--- config.mk ---
export PLATFORM = sky130hd
export DESIGN_NAME = sha1_message_digest
export DESIGN_NICKNAME = d
export VERILOG_FILES = /design/src/design/sha1md_pkg.sv /design/src/design/sha1md_core.sv /design/src/design/sha1_message_digest.sv
export SDC_FILE = /design/constraint.sdc
export NUM_CORES = 2
export LEC_CHECK = 0
export BUFFER_PORTS_ARGS = -buffer_cell sky130_fd_sc_hd__buf_4
export CAP_MARGIN = 10
export CORE_ASPECT_RATIO = 0.8
export CORE_UTILIZATION = 55
export CTS_CLUSTER_DIAMETER = 50
export DETAILED_ROUTE_END_ITERATION = 10
export PLACE_DENSITY = 0.7
export SLEW_MARGIN = 15
export SYNTH_ARGS = -nofsm -noshare
export SYNTH_HDL_FRONTEND = slang
export SYNTH_SLANG_ARGS = --single-unit
--- constraint.sdc ---
create_clock -name clock -period 38.9 [get_ports clock]
set_input_delay 7.78 -clock clock [delete_from_list [all_inputs] [get_ports clock]]
set_output_delay 7.78 -clock clock [all_outputs]
set_load 0.01 [all_outputs]
--- src/design/sha1md_pkg.sv ---
// Shared types, constants and round functions for the SHA-1 digest block.
// No dependencies; used by sha1md_core and sha1_message_digest.
package sha1md_pkg;

   localparam int HASH_WORDS = 5;

   typedef logic [31:0] word_type;
   typedef word_type [HASH_WORDS-1:0] hash_type;

   typedef enum logic [1:0] {
      PH_CHOOSE,
      PH_PARITY_LO,
      PH_MAJORITY,
      PH_PARITY_HI
   } phase_type;

   typedef struct packed {
      logic       init;
      logic       shift_byte;
      logic [7:0] byte_val;
      logic       start;
      logic       round;
      phase_type  phase;
      logic       fold;
   } core_ctrl_type;

   localparam hash_type INIT_HASH = '{
      32'hC3D2E1F0, 32'h10325476, 32'h98BADCFE, 32'hEFCDAB89, 32'h67452301
   };

   localparam logic [7:0] PAD_MARKER = 8'h80;

   function automatic word_type round_k(input phase_type ph);
      word_type k;
      unique case (ph)
         PH_CHOOSE:    k = 32'h5A827999;
         PH_PARITY_LO: k = 32'h6ED9EBA1;
         PH_MAJORITY:  k = 32'h8F1BBCDC;
         PH_PARITY_HI: k = 32'hCA62C1D6;
         default:      k = 32'h5A827999;
      endcase
      return k;
   endfunction

   function automatic word_type round_f(input phase_type ph, input word_type b,
                                        input word_type c, input word_type d);
      word_type f;
      unique case (ph)
         PH_CHOOSE:   f = (b & c) | (~b & d);
         PH_MAJORITY: f = (b & c) | (b & d) | (c & d);
         default:     f = b ^ c ^ d;
      endcase
      return f;
   endfunction

endpackage

--- src/design/sha1md_core.sv ---
// SHA-1 compression datapath: 64-byte block shift line, one round per cycle,
// working variables and chaining words. Depends on sha1md_pkg.
module sha1md_core
   import sha1md_pkg::*;
(
   input  logic          clock,
   input  logic          reset,
   input  core_ctrl_type ctrl,
   output hash_type      hash_words
);

   logic [511:0] blk_ff;
   logic [511:0] blk_in;
   word_type     a_ff, b_ff, c_ff, d_ff, e_ff;
   hash_type     hash_ff;

   word_type w_cur;
   word_type w_mix;
   word_type w_new;
   word_type t_sum;

   assign w_cur = blk_ff[511:480];
   assign w_mix = blk_ff[95:64] ^ blk_ff[255:224] ^ blk_ff[447:416] ^ blk_ff[511:480];
   assign w_new = {w_mix[30:0], w_mix[31]};
   assign t_sum = {a_ff[26:0], a_ff[31:27]} + round_f(ctrl.phase, b_ff, c_ff, d_ff)
                  + e_ff + round_k(ctrl.phase) + w_cur;

   always_comb begin
      blk_in = blk_ff;
      if (ctrl.shift_byte) begin
         blk_in = {blk_ff[503:0], ctrl.byte_val};
      end else if (ctrl.round) begin
         blk_in = {blk_ff[479:0], w_new};
      end
   end

   always_ff @(posedge clock) begin
      blk_ff <= blk_in;
      if (ctrl.start) begin
         a_ff <= hash_ff[0];
         b_ff <= hash_ff[1];
         c_ff <= hash_ff[2];
         d_ff <= hash_ff[3];
         e_ff <= hash_ff[4];
      end else if (ctrl.round) begin
         a_ff <= t_sum;
         b_ff <= a_ff;
         c_ff <= {b_ff[1:0], b_ff[31:2]};
         d_ff <= c_ff;
         e_ff <= d_ff;
      end
   end

   always_ff @(posedge clock) begin
      if (reset || ctrl.init) begin
         hash_ff <= INIT_HASH;
      end else if (ctrl.fold) begin
         hash_ff[0] <= hash_ff[0] + a_ff;
         hash_ff[1] <= hash_ff[1] + b_ff;
         hash_ff[2] <= hash_ff[2] + c_ff;
         hash_ff[3] <= hash_ff[3] + d_ff;
         hash_ff[4] <= hash_ff[4] + e_ff;
      end
   end

   assign hash_words = hash_ff;

endmodule

--- src/design/sha1_message_digest.sv ---
// Top level of the SHA-1 message digest: stream ports, padding and round sequencer.
// Depends on sha1md_pkg and sha1md_core.
//
//   Channel   Direction   Beat contents
//   req_      in          tdata: data_byte; tuser: has_byte; tlast: end_of_message
//   rsp_      out         tdata: digest_word; tlast: last_word
//
// A message byte that fills a block starts a compression: the 80 rounds of the shared round unit
// in ST_ROUNDS, then a fold into the chaining words in ST_FOLD; no bytes are taken meanwhile.
// An end beat shifts padding and length one byte per cycle up to the block end, runs one
// or two compressions, and then offers five digest beats.
// Reset is synchronous and restores the initial chaining words; no clearing pass is needed.
// req_tready is high only while idle; a stalled rsp_ beat holds until taken.
module sha1_message_digest
   import sha1md_pkg::*;
(
   input  logic        clock,
   input  logic        reset,
   input  logic        req_tvalid,
   output logic        req_tready,
   input  logic [7:0]  req_tdata,   // [7:0] data_byte
   input  logic        req_tuser,   // [0] has_byte
   input  logic        req_tlast,
   output logic        rsp_tvalid,
   input  logic        rsp_tready,
   output logic [31:0] rsp_tdata,   // [31:0] digest_word
   output logic        rsp_tlast
);

   typedef enum logic [2:0] {
      ST_IDLE,
      ST_PAD,
      ST_LEN,
      ST_ROUNDS,
      ST_FOLD,
      ST_OUT
   } state_type;

   localparam logic [6:0]  LAST_ROUND    = 7'd79;
   localparam logic [6:0]  PHASE1_ROUND  = 7'd20;
   localparam logic [6:0]  PHASE2_ROUND  = 7'd40;
   localparam logic [6:0]  PHASE3_ROUND  = 7'd60;
   localparam logic [5:0]  BLOCK_END_POS = 6'd63;
   localparam logic [5:0]  PAD_END_POS   = 6'd55;
   localparam logic [2:0]  LAST_WORD_IDX = 3'(HASH_WORDS - 1);

   state_type     state_ff, state_in;
   logic [5:0]    pos_ff, pos_in;
   logic [60:0]   count_ff, count_in;
   logic [63:0]   len_ff, len_in;
   logic          fin_ff, fin_in;
   logic          final_ff, final_in;
   logic          marker_ff, marker_in;
   logic [6:0]    rnd_ff, rnd_in;
   logic [2:0]    idx_ff, idx_in;
   logic [60:0]   count_nx;
   core_ctrl_type ctrl;
   hash_type      hash_words;

   sha1md_core u_core (
      .clock      (clock),
      .reset      (reset),
      .ctrl       (ctrl),
      .hash_words (hash_words)
   );

   assign count_nx = count_ff + 61'(req_tuser);

   always_comb begin
      state_in  = state_ff;
      pos_in    = pos_ff;
      count_in  = count_ff;
      len_in    = len_ff;
      fin_in    = fin_ff;
      final_in  = final_ff;
      marker_in = marker_ff;
      rnd_in    = rnd_ff;
      idx_in    = idx_ff;
      ctrl      = '0;
      ctrl.phase = PH_CHOOSE;
      unique case (state_ff)
         ST_IDLE: begin
            if (req_tvalid) begin
               pos_in = count_nx[5:0];
               if (req_tuser) begin
                  ctrl.shift_byte = 1'b1;
                  ctrl.byte_val   = req_tdata;
                  count_in        = count_nx;
               end
               if (req_tlast) begin
                  fin_in    = 1'b1;
                  len_in    = {count_nx, 3'b000};
                  marker_in = 1'b0;
               end
               if (req_tuser && count_ff[5:0] == BLOCK_END_POS) begin
                  state_in   = ST_ROUNDS;
                  ctrl.start = 1'b1;
                  rnd_in     = '0;
               end else if (req_tlast) begin
                  state_in = ST_PAD;
               end
            end
         end
         ST_PAD: begin
            ctrl.shift_byte = 1'b1;
            ctrl.byte_val   = marker_ff ? 8'h00 : PAD_MARKER;
            marker_in       = 1'b1;
            pos_in          = pos_ff + 6'd1;
            if (pos_ff == BLOCK_END_POS) begin
               state_in   = ST_ROUNDS;
               ctrl.start = 1'b1;
               rnd_in     = '0;
            end else if (pos_ff == PAD_END_POS) begin
               state_in = ST_LEN;
            end
         end
         ST_LEN: begin
            ctrl.shift_byte = 1'b1;
            ctrl.byte_val   = len_ff[63:56];
            len_in          = {len_ff[55:0], 8'h00};
            pos_in          = pos_ff + 6'd1;
            if (pos_ff == BLOCK_END_POS) begin
               state_in   = ST_ROUNDS;
               ctrl.start = 1'b1;
               rnd_in     = '0;
               final_in   = 1'b1;
            end
         end
         ST_ROUNDS: begin
            ctrl.round = 1'b1;
            priority if (rnd_ff < PHASE1_ROUND) begin
               ctrl.phase = PH_CHOOSE;
            end else if (rnd_ff < PHASE2_ROUND) begin
               ctrl.phase = PH_PARITY_LO;
            end else if (rnd_ff < PHASE3_ROUND) begin
               ctrl.phase = PH_MAJORITY;
            end else begin
               ctrl.phase = PH_PARITY_HI;
            end
            rnd_in = rnd_ff + 7'd1;
            if (rnd_ff == LAST_ROUND) begin
               state_in = ST_FOLD;
            end
         end
         ST_FOLD: begin
            ctrl.fold = 1'b1;
            priority if (final_ff) begin
               state_in = ST_OUT;
               idx_in   = '0;
            end else if (fin_ff) begin
               state_in = ST_PAD;
            end else begin
               state_in = ST_IDLE;
            end
         end
         ST_OUT: begin
            if (rsp_tready) begin
               if (idx_ff == LAST_WORD_IDX) begin
                  ctrl.init = 1'b1;
                  count_in  = '0;
                  fin_in    = 1'b0;
                  final_in  = 1'b0;
                  state_in  = ST_IDLE;
               end else begin
                  idx_in = idx_ff + 3'd1;
               end
            end
         end
         default: begin
            state_in = ST_IDLE;
         end
      endcase
   end

   always_ff @(posedge clock) begin
      if (reset) begin
         state_ff  <= ST_IDLE;
         count_ff  <= '0;
         fin_ff    <= 1'b0;
         final_ff  <= 1'b0;
         marker_ff <= 1'b0;
         rnd_ff    <= '0;
         idx_ff    <= '0;
         pos_ff    <= '0;
      end else begin
         state_ff  <= state_in;
         count_ff  <= count_in;
         fin_ff    <= fin_in;
         final_ff  <= final_in;
         marker_ff <= marker_in;
         rnd_ff    <= rnd_in;
         idx_ff    <= idx_in;
         pos_ff    <= pos_in;
      end
      len_ff <= len_in;
   end

   assign req_tready = (state_ff == ST_IDLE);
   assign rsp_tvalid = (state_ff == ST_OUT);
   assign rsp_tdata  = hash_words[idx_ff];
   assign rsp_tlast  = (idx_ff == LAST_WORD_IDX);

   // The input side is never open while a digest beat is offered.
   assert property (@(posedge clock) disable iff (reset) rsp_tvalid |-> !req_tready)
      else $error("input ready while digest beats pending");

   // The round counter never runs past the last round.
   assert property (@(posedge clock) disable iff (reset)
                    (state_ff == ST_ROUNDS) |-> (rnd_ff <= LAST_ROUND))
      else $error("round counter out of range");

   // The final digest beat returns the block to idle at once.
   assert property (@(posedge clock) disable iff (reset)
                    (rsp_tvalid && rsp_tready && rsp_tlast) |=> req_tready)
      else $error("block not idle after final digest beat");

   // Digest beats start only after the last block has been folded in.
   assert property (@(posedge clock) disable iff (reset)
                    $rose(rsp_tvalid) |-> $past(state_ff == ST_FOLD && final_ff))
      else $error("digest offered without a final fold");

endmodule

# Word-level counts from Yosys, hierarchy flattened
# Index checks and enable logic that the tools add are counted.
[totals] ff_bits=979
[op_classes] n_reduce_logical=23 n_lt_le_gt_ge=4 eq_ne=26 bitwise_logic=13 n_mux=70 n_addsub=13
[op_table] operator="$mux W512" n=2
[op_table] operator="$mux W32" n=11
[op_table] operator="$add A32 B32 Y32" n=9
[op_table] operator="$mux W61" n=4
[op_table] operator="$xor A32 B32 Y32" n=5
[op_table] operator="$and A32 B32 Y32" n=4
[op_table] operator="$mux W64" n=2
[op_table] operator="$pmux W32 S4" n=1
[op_table] operator="$pmux W64 S2" n=1
[op_table] operator="$pmux W61 S2" n=1
[op_table] operator="$bmux W32 S3" n=1
[op_table] operator="$or A32 B32 Y32" n=3
[op_table] operator="$pmux W32 S2" n=1
[op_table] operator="$add A61 B1 Y61" n=1
[op_table] operator="$mux W3" n=14
[op_table] operator="$not A32 Y32" n=1
[op_table] operator="$pmux W10 S3" n=1
[op_table] operator="$mux W7" n=3
[op_table] operator="$pmux W7 S3" n=1
[op_table] operator="$eq A6 B6 Y1 const B" n=3
[op_table] operator="$pmux W3 S6" n=1
[op_table] operator="$reduce_bool A2 Y1" n=8
[op_table] operator="$mux W1" n=15
[op_table] operator="$lt A7 B6 Y1 const B" n=2
[op_table] operator="34 further kinds" n=54

# Longest topological paths before layout
[logic_depth] depth_word=13 ltp_mapped=30 ltp_nobuf=26

# Modules after synthesis
# A second synthesis with hierarchy kept.
[hier_totals] cells_unflattened=5334 hier_area_um2=57288.7
[modules_own_cells] module="sha1md_core" area_per_inst_um2=47654.5 cells_per_inst=4142 n_inst=1 seq_area_each_um2=23382.4
[modules_own_cells] module="sha1_message_digest" area_per_inst_um2=9634.2 cells_per_inst=1192 n_inst=1 seq_area_each_um2=3493.4

# Worst setup path before layout
# OpenSTA, ideal clock, no wires.
[synth_path] path_type="input to register" from="in req_tvalid" to="reg u_core.blk_ff[0], enable pin" setup_slack_ns=4.696 cell_stages=3 arrival_ns=32.646 n_path_buf=1 cell_sequence="clkbuf_1 > nand2_1 > a21oi_1"
[synth_via] elab_chain_cells=3
[synth_rtl] element="from (decl)" line_no="sha1_message_digest.sv:19" rtl="input logic req_tvalid,"
[synth_rtl] element="$mux W10" line_no="sha1_message_digest.sv:83" rtl="if (req_tvalid) begin"
[synth_rtl] element="$pmux W10 S3" line_no="sha1_message_digest.sv:81" rtl="unique case (state_ff)"
[synth_rtl] element="$reduce_bool A2 Y1 (no source line)"
[synth_rtl] element="to (signal assigned)" line_no="sha1md_core.sv:38" rtl="blk_ff <= blk_in;"
[synth_rtl] element="to (decl)" line_no="sha1md_core.sv:12" rtl="logic [511:0] blk_ff;"
# Every way passes these cells.
# A chain may end at the register's enable or synchronous reset.

# Worst setup path after layout
[layout_path] from="in req_tvalid" to="reg u_core.blk_ff[218] (data pin)"
[layout_via] elab_chain_cells=3
[layout_rtl] element="$mux W10" line_no="sha1_message_digest.sv:83"
[layout_rtl] element="$pmux W10 S3" line_no="sha1_message_digest.sv:81"
[layout_rtl] element="$mux W512" line_no="sha1md_core.sv:30" rtl="if (ctrl.shift_byte) begin"
[layout_rtl] element="net u_core.blk_in[218]" line_no="sha1md_core.sv:13" rtl="logic [511:0] blk_in;"
# The timed path passes the listed nets, and every way through them passes these cells.

==> reports/metrics.cfg <==
[critical_path]
crit_required_ns=39.36
crit_arrival_ns=12.38
startpoint_type=primary input
critical_path_peak_fanout=215
endpoint_kind=flip-flop
setup.worst_path.class=primary input to flip-flop

[sta]
final.setup.tns_ns=0
setup_violations=0
timing.clock.skew_ns=0.02641
final_max_slew_viol_count=0
min_period_ns=11.92
slew_headroom_pct=26.60
final_hold_viol_count=0
worst_slew_pin_slew_ns=1.101
setup_ws_ns=26.98
max_freq_mhz=83.88
tcrit_tclk_final_pct=30.65
rsz0062_at_grt=false

[global_routing]
via_count_of_the_first_global_routing_pass=37347
groute.usage.overall_pct=27.53
grt_antenna_before_repair=1
grt_start_max_net_pins=216
grt_first_pass_wirelength_mm=218.5
grt_overflow_total=0

[yosys]
synth_seq_area_share_pct=48.21
synth_area_sq_um=55750
synth.net_count=5482
synth_compound_area_share_pct=11.52
synth_common_cells=sky130_fd_sc_hd__nand2_1 (834), sky130_fd_sc_hd__edfxtp_1 (733), sky130_fd_sc_hd__mux2_2 (512)
postSynth.topFlopCell=sky130_fd_sc_hd__edfxtp_1
synth.top_cell.area_share_pct=39.48
post_synth.cell_area_avg_sq_um=10.85
synth.area.top_cells=sky130_fd_sc_hd__edfxtp_1 (39%), sky130_fd_sc_hd__mux2_2 (10%), sky130_fd_sc_hd__dfxtp_1 (8.7%)
synth-adder-area-share_pct=9.045
synthCells=5140
postSynth.asyncResetShare_pct=0
post_synth_and_or_nand_nor_area_fraction_pct=11.12
synth_top_family_by_area=multiplexers
yosys_cell_types=84
synth-seq-cells=976
netlist.top_cell.by_area=sky130_fd_sc_hd__edfxtp_1
multiplexer_fraction_of_the_synthesized_cell_area_pct=11.72
most_frequently_used_cell_type_in_the_post_synthesis_netlist=sky130_fd_sc_hd__nand2_1
total_of_warnings_raised_by_yosys=0
post_synth_edffs=733
post_synth_xor_area_fraction_pct=4.917

[placement]
dpl_ws_ns=26.46
detailedPlacementHpwl_mm=96.31
place_area_sq_um=57330
routabilityCongestion=0.9488
dpl.cell_count=6312
io_buffers=48

[detailed_routing]
antenna_violating_nets_post_route=0
wl_met3_mm=13.67
dr_wl_met2_mm=57.78
routed_via_density=6.043
avg_wl_per_cell_microns=21.74
via_count=39404
drtIter0Drc=4641
firstDrtPassIters=5
wl_met1_mm=66.87
routed.top_layer=met4
drt-total-wl_mm=141.8
post-route-drc-count=0

[floorplanning]
ioPinCount=49
die_w_microns=358.0
chipHeight_microns=286.8
placement_rows=104
initial_utilization_pct=55.50
floorplan.die_area_sq_um=102600
fp.coreArea_sq_um=100500

[power_and_ir_drop]
pwr_cell_area_nw_per_um2=75.86
total_leakage_power_nw=23.00
ir_worst_vdd_mv=0.07481
share_seq_of_total_power_pct=42.0
power.share.clock_pct=23.0
p_int_w=0.003081
power_switching_w=0.001550
switching_share_pct=33.46
power.combinational.fraction_pct=35.0

[clocking]
tritoncts=built
path_clk_slew_ns=0.06
htree_levels=3
number_of_post_cts_setup_repair_buffers=0
clock-root-buffer=sky130_fd_sc_hd__clkbuf_16
cts_inserted_buffers=112
post_cts_resized=0
clkLatencyLatePin_ns=0.73
post_cts_hold_buffer_count=0
numClockSinks=976
max-clock-path-buffers=3

[finish]
finish.net_count=5443
area_growth_syn_to_layout_pct=9.507
post_layout_cell_count=6521
drive_above_1_share_pct=16.25
final.fill_count=8100
final_cell_area_sq_um=61050

[worst_hold_path]
hp-class=flip-flop to flip-flop

[outcome]
result_of_the_run=complete, no violations

[run]
drv_cap=0

registers in the layout, summed over array words and instances (netlist names), 6 cells and up:
signal             flops
u_core.hash_words    160
pos_ff                 6
u_core.blk_ff        512
u_core.e_ff           32
u_core.b_ff           32
u_core.c_ff           32
u_core.d_ff           32
len_ff                61
rnd_ff                 7
u_core.a_ff           32
count_ff              61
per-layer routing:
metal | GRT usage (%) | vias to the layer above
li1 | - | 18403
met1 | 43.78 | 19234
met2 | 37.44 | 1557
met3 | 5.984 | 210
met4 | 7.298 | 0
met5 | 0 | -
metrics by stage:
stage	hold WS [ns]	power (W)	util (%)
2_1_floorplan	0.4316	0.003384	-
3_3_place_gp	0.4715	0.003510	57.07
3_5_place_dp	0.4783	0.003560	57.07
4_1_cts	0.4868	0.004645	60.77
5_1_grt	0.5133	0.004897	60.77
6_report	0.4849	0.004631	60.77
cell type report:
cell class | count | area [sq um] | share of cell area, %
Timing Repair Buffer | 90 | 725.7 | 1.189
Antenna cell | 1 | 2.502 | 0.004099
Inverter | 270 | 1013 | 1.660
Multi-Input combinational cell | 3651 | 27050 | 44.31
Sequential cell | 976 | 26880 | 44.03
Tap cell | 1325 | 1658 | 2.716
Clock inverter | 77 | 803.3 | 1.316
Clock buffer | 131 | 2915 | 4.775
worst paths after layout:
check	cells past startpoint	start	end	slack [ns]
setup / recovery	7	req_tvalid	u_core.blk_ff[218]$_DFFE_PP_	26.98
hold / removal	2	count_ff[42]$_SDFFE_PP0P_	count_ff[42]$_SDFFE_PP0P_	0.48
setup reg to reg	24	state_ff[1]$_SDFFE_PP0P_	u_core.a_ff[30]$_DFFE_PP_	30.20
hold reg to reg	2	count_ff[42]$_SDFFE_PP0P_	count_ff[42]$_SDFFE_PP0P_	0.48
worst max-delay path, cell delays in order:
cell and delay (ns):
sky130_fd_sc_hd__buf_4 0.13, sky130_fd_sc_hd__nand2_1 0.21, sky130_fd_sc_hd__a21oi_4 0.87, sky130_fd_sc_hd__buf_12 0.75
sky130_fd_sc_hd__buf_4 0.92, sky130_fd_sc_hd__buf_12 0.76, sky130_fd_sc_hd__mux2_2 0.43
cells by family (layout without fill, tap and decap cells):
family,count (synthesis),in the layout
multiplexers,549,549
XOR/XNOR,313,313
other,0,1
AND/OR/NAND/NOR,1425,1425
AO/OA/AOI/OAI,1036,1036
adder cells (fa/ha/maj),328,328
buffers and inverters,513,568
flip-flops,976,976
power by group through the flow:
stage / Clock [W] / Sequential, W / Combinational (W)
final: 0.00107 / 0.00194 / 0.00162
after global routing: 0.00112 / 0.00198 / 0.00179
after CTS: 0.00108 / 0.00194 / 0.00162
after detailed placement: 0 / 0.00196 / 0.00160
after global placement: 0 / 0.00195 / 0.00156
after floorplan: 0 / 0.00210 / 0.00128
placed cells by master, fill, tap and decap left out, types with 32 or more instances in the layout:
master | Yosys | final
sky130_fd_sc_hd__nand2_1 | 834 | 832
sky130_fd_sc_hd__edfxtp_1 | 733 | 733
sky130_fd_sc_hd__mux2_2 | 512 | 512
sky130_fd_sc_hd__a21oi_1 | 277 | 275
sky130_fd_sc_hd__inv_1 | 266 | 266
sky130_fd_sc_hd__nor2_1 | 244 | 242
sky130_fd_sc_hd__dfxtp_1 | 243 | 241
sky130_fd_sc_hd__o21ai_0 | 223 | 222
sky130_fd_sc_hd__xnor2_1 | 212 | 212
sky130_fd_sc_hd__ha_1 | 203 | 203
sky130_fd_sc_hd__fa_1 | 125 | 125
sky130_fd_sc_hd__clkbuf_16 | 0 | 113
sky130_fd_sc_hd__o21ai_1 | 112 | 112
sky130_fd_sc_hd__xor2_1 | 101 | 101
sky130_fd_sc_hd__buf_4 | 0 | 86
sky130_fd_sc_hd__a21o_1 | 85 | 85
sky130_fd_sc_hd__nand3_1 | 67 | 66
sky130_fd_sc_hd__nor3_1 | 57 | 57
sky130_fd_sc_hd__o211ai_1 | 56 | 56
sky130_fd_sc_hd__a31oi_1 | 33 | 32
sky130_fd_sc_hd__mux4_2 | 32 | 32
Note: power is estimated with default switching activity, not from simulation.
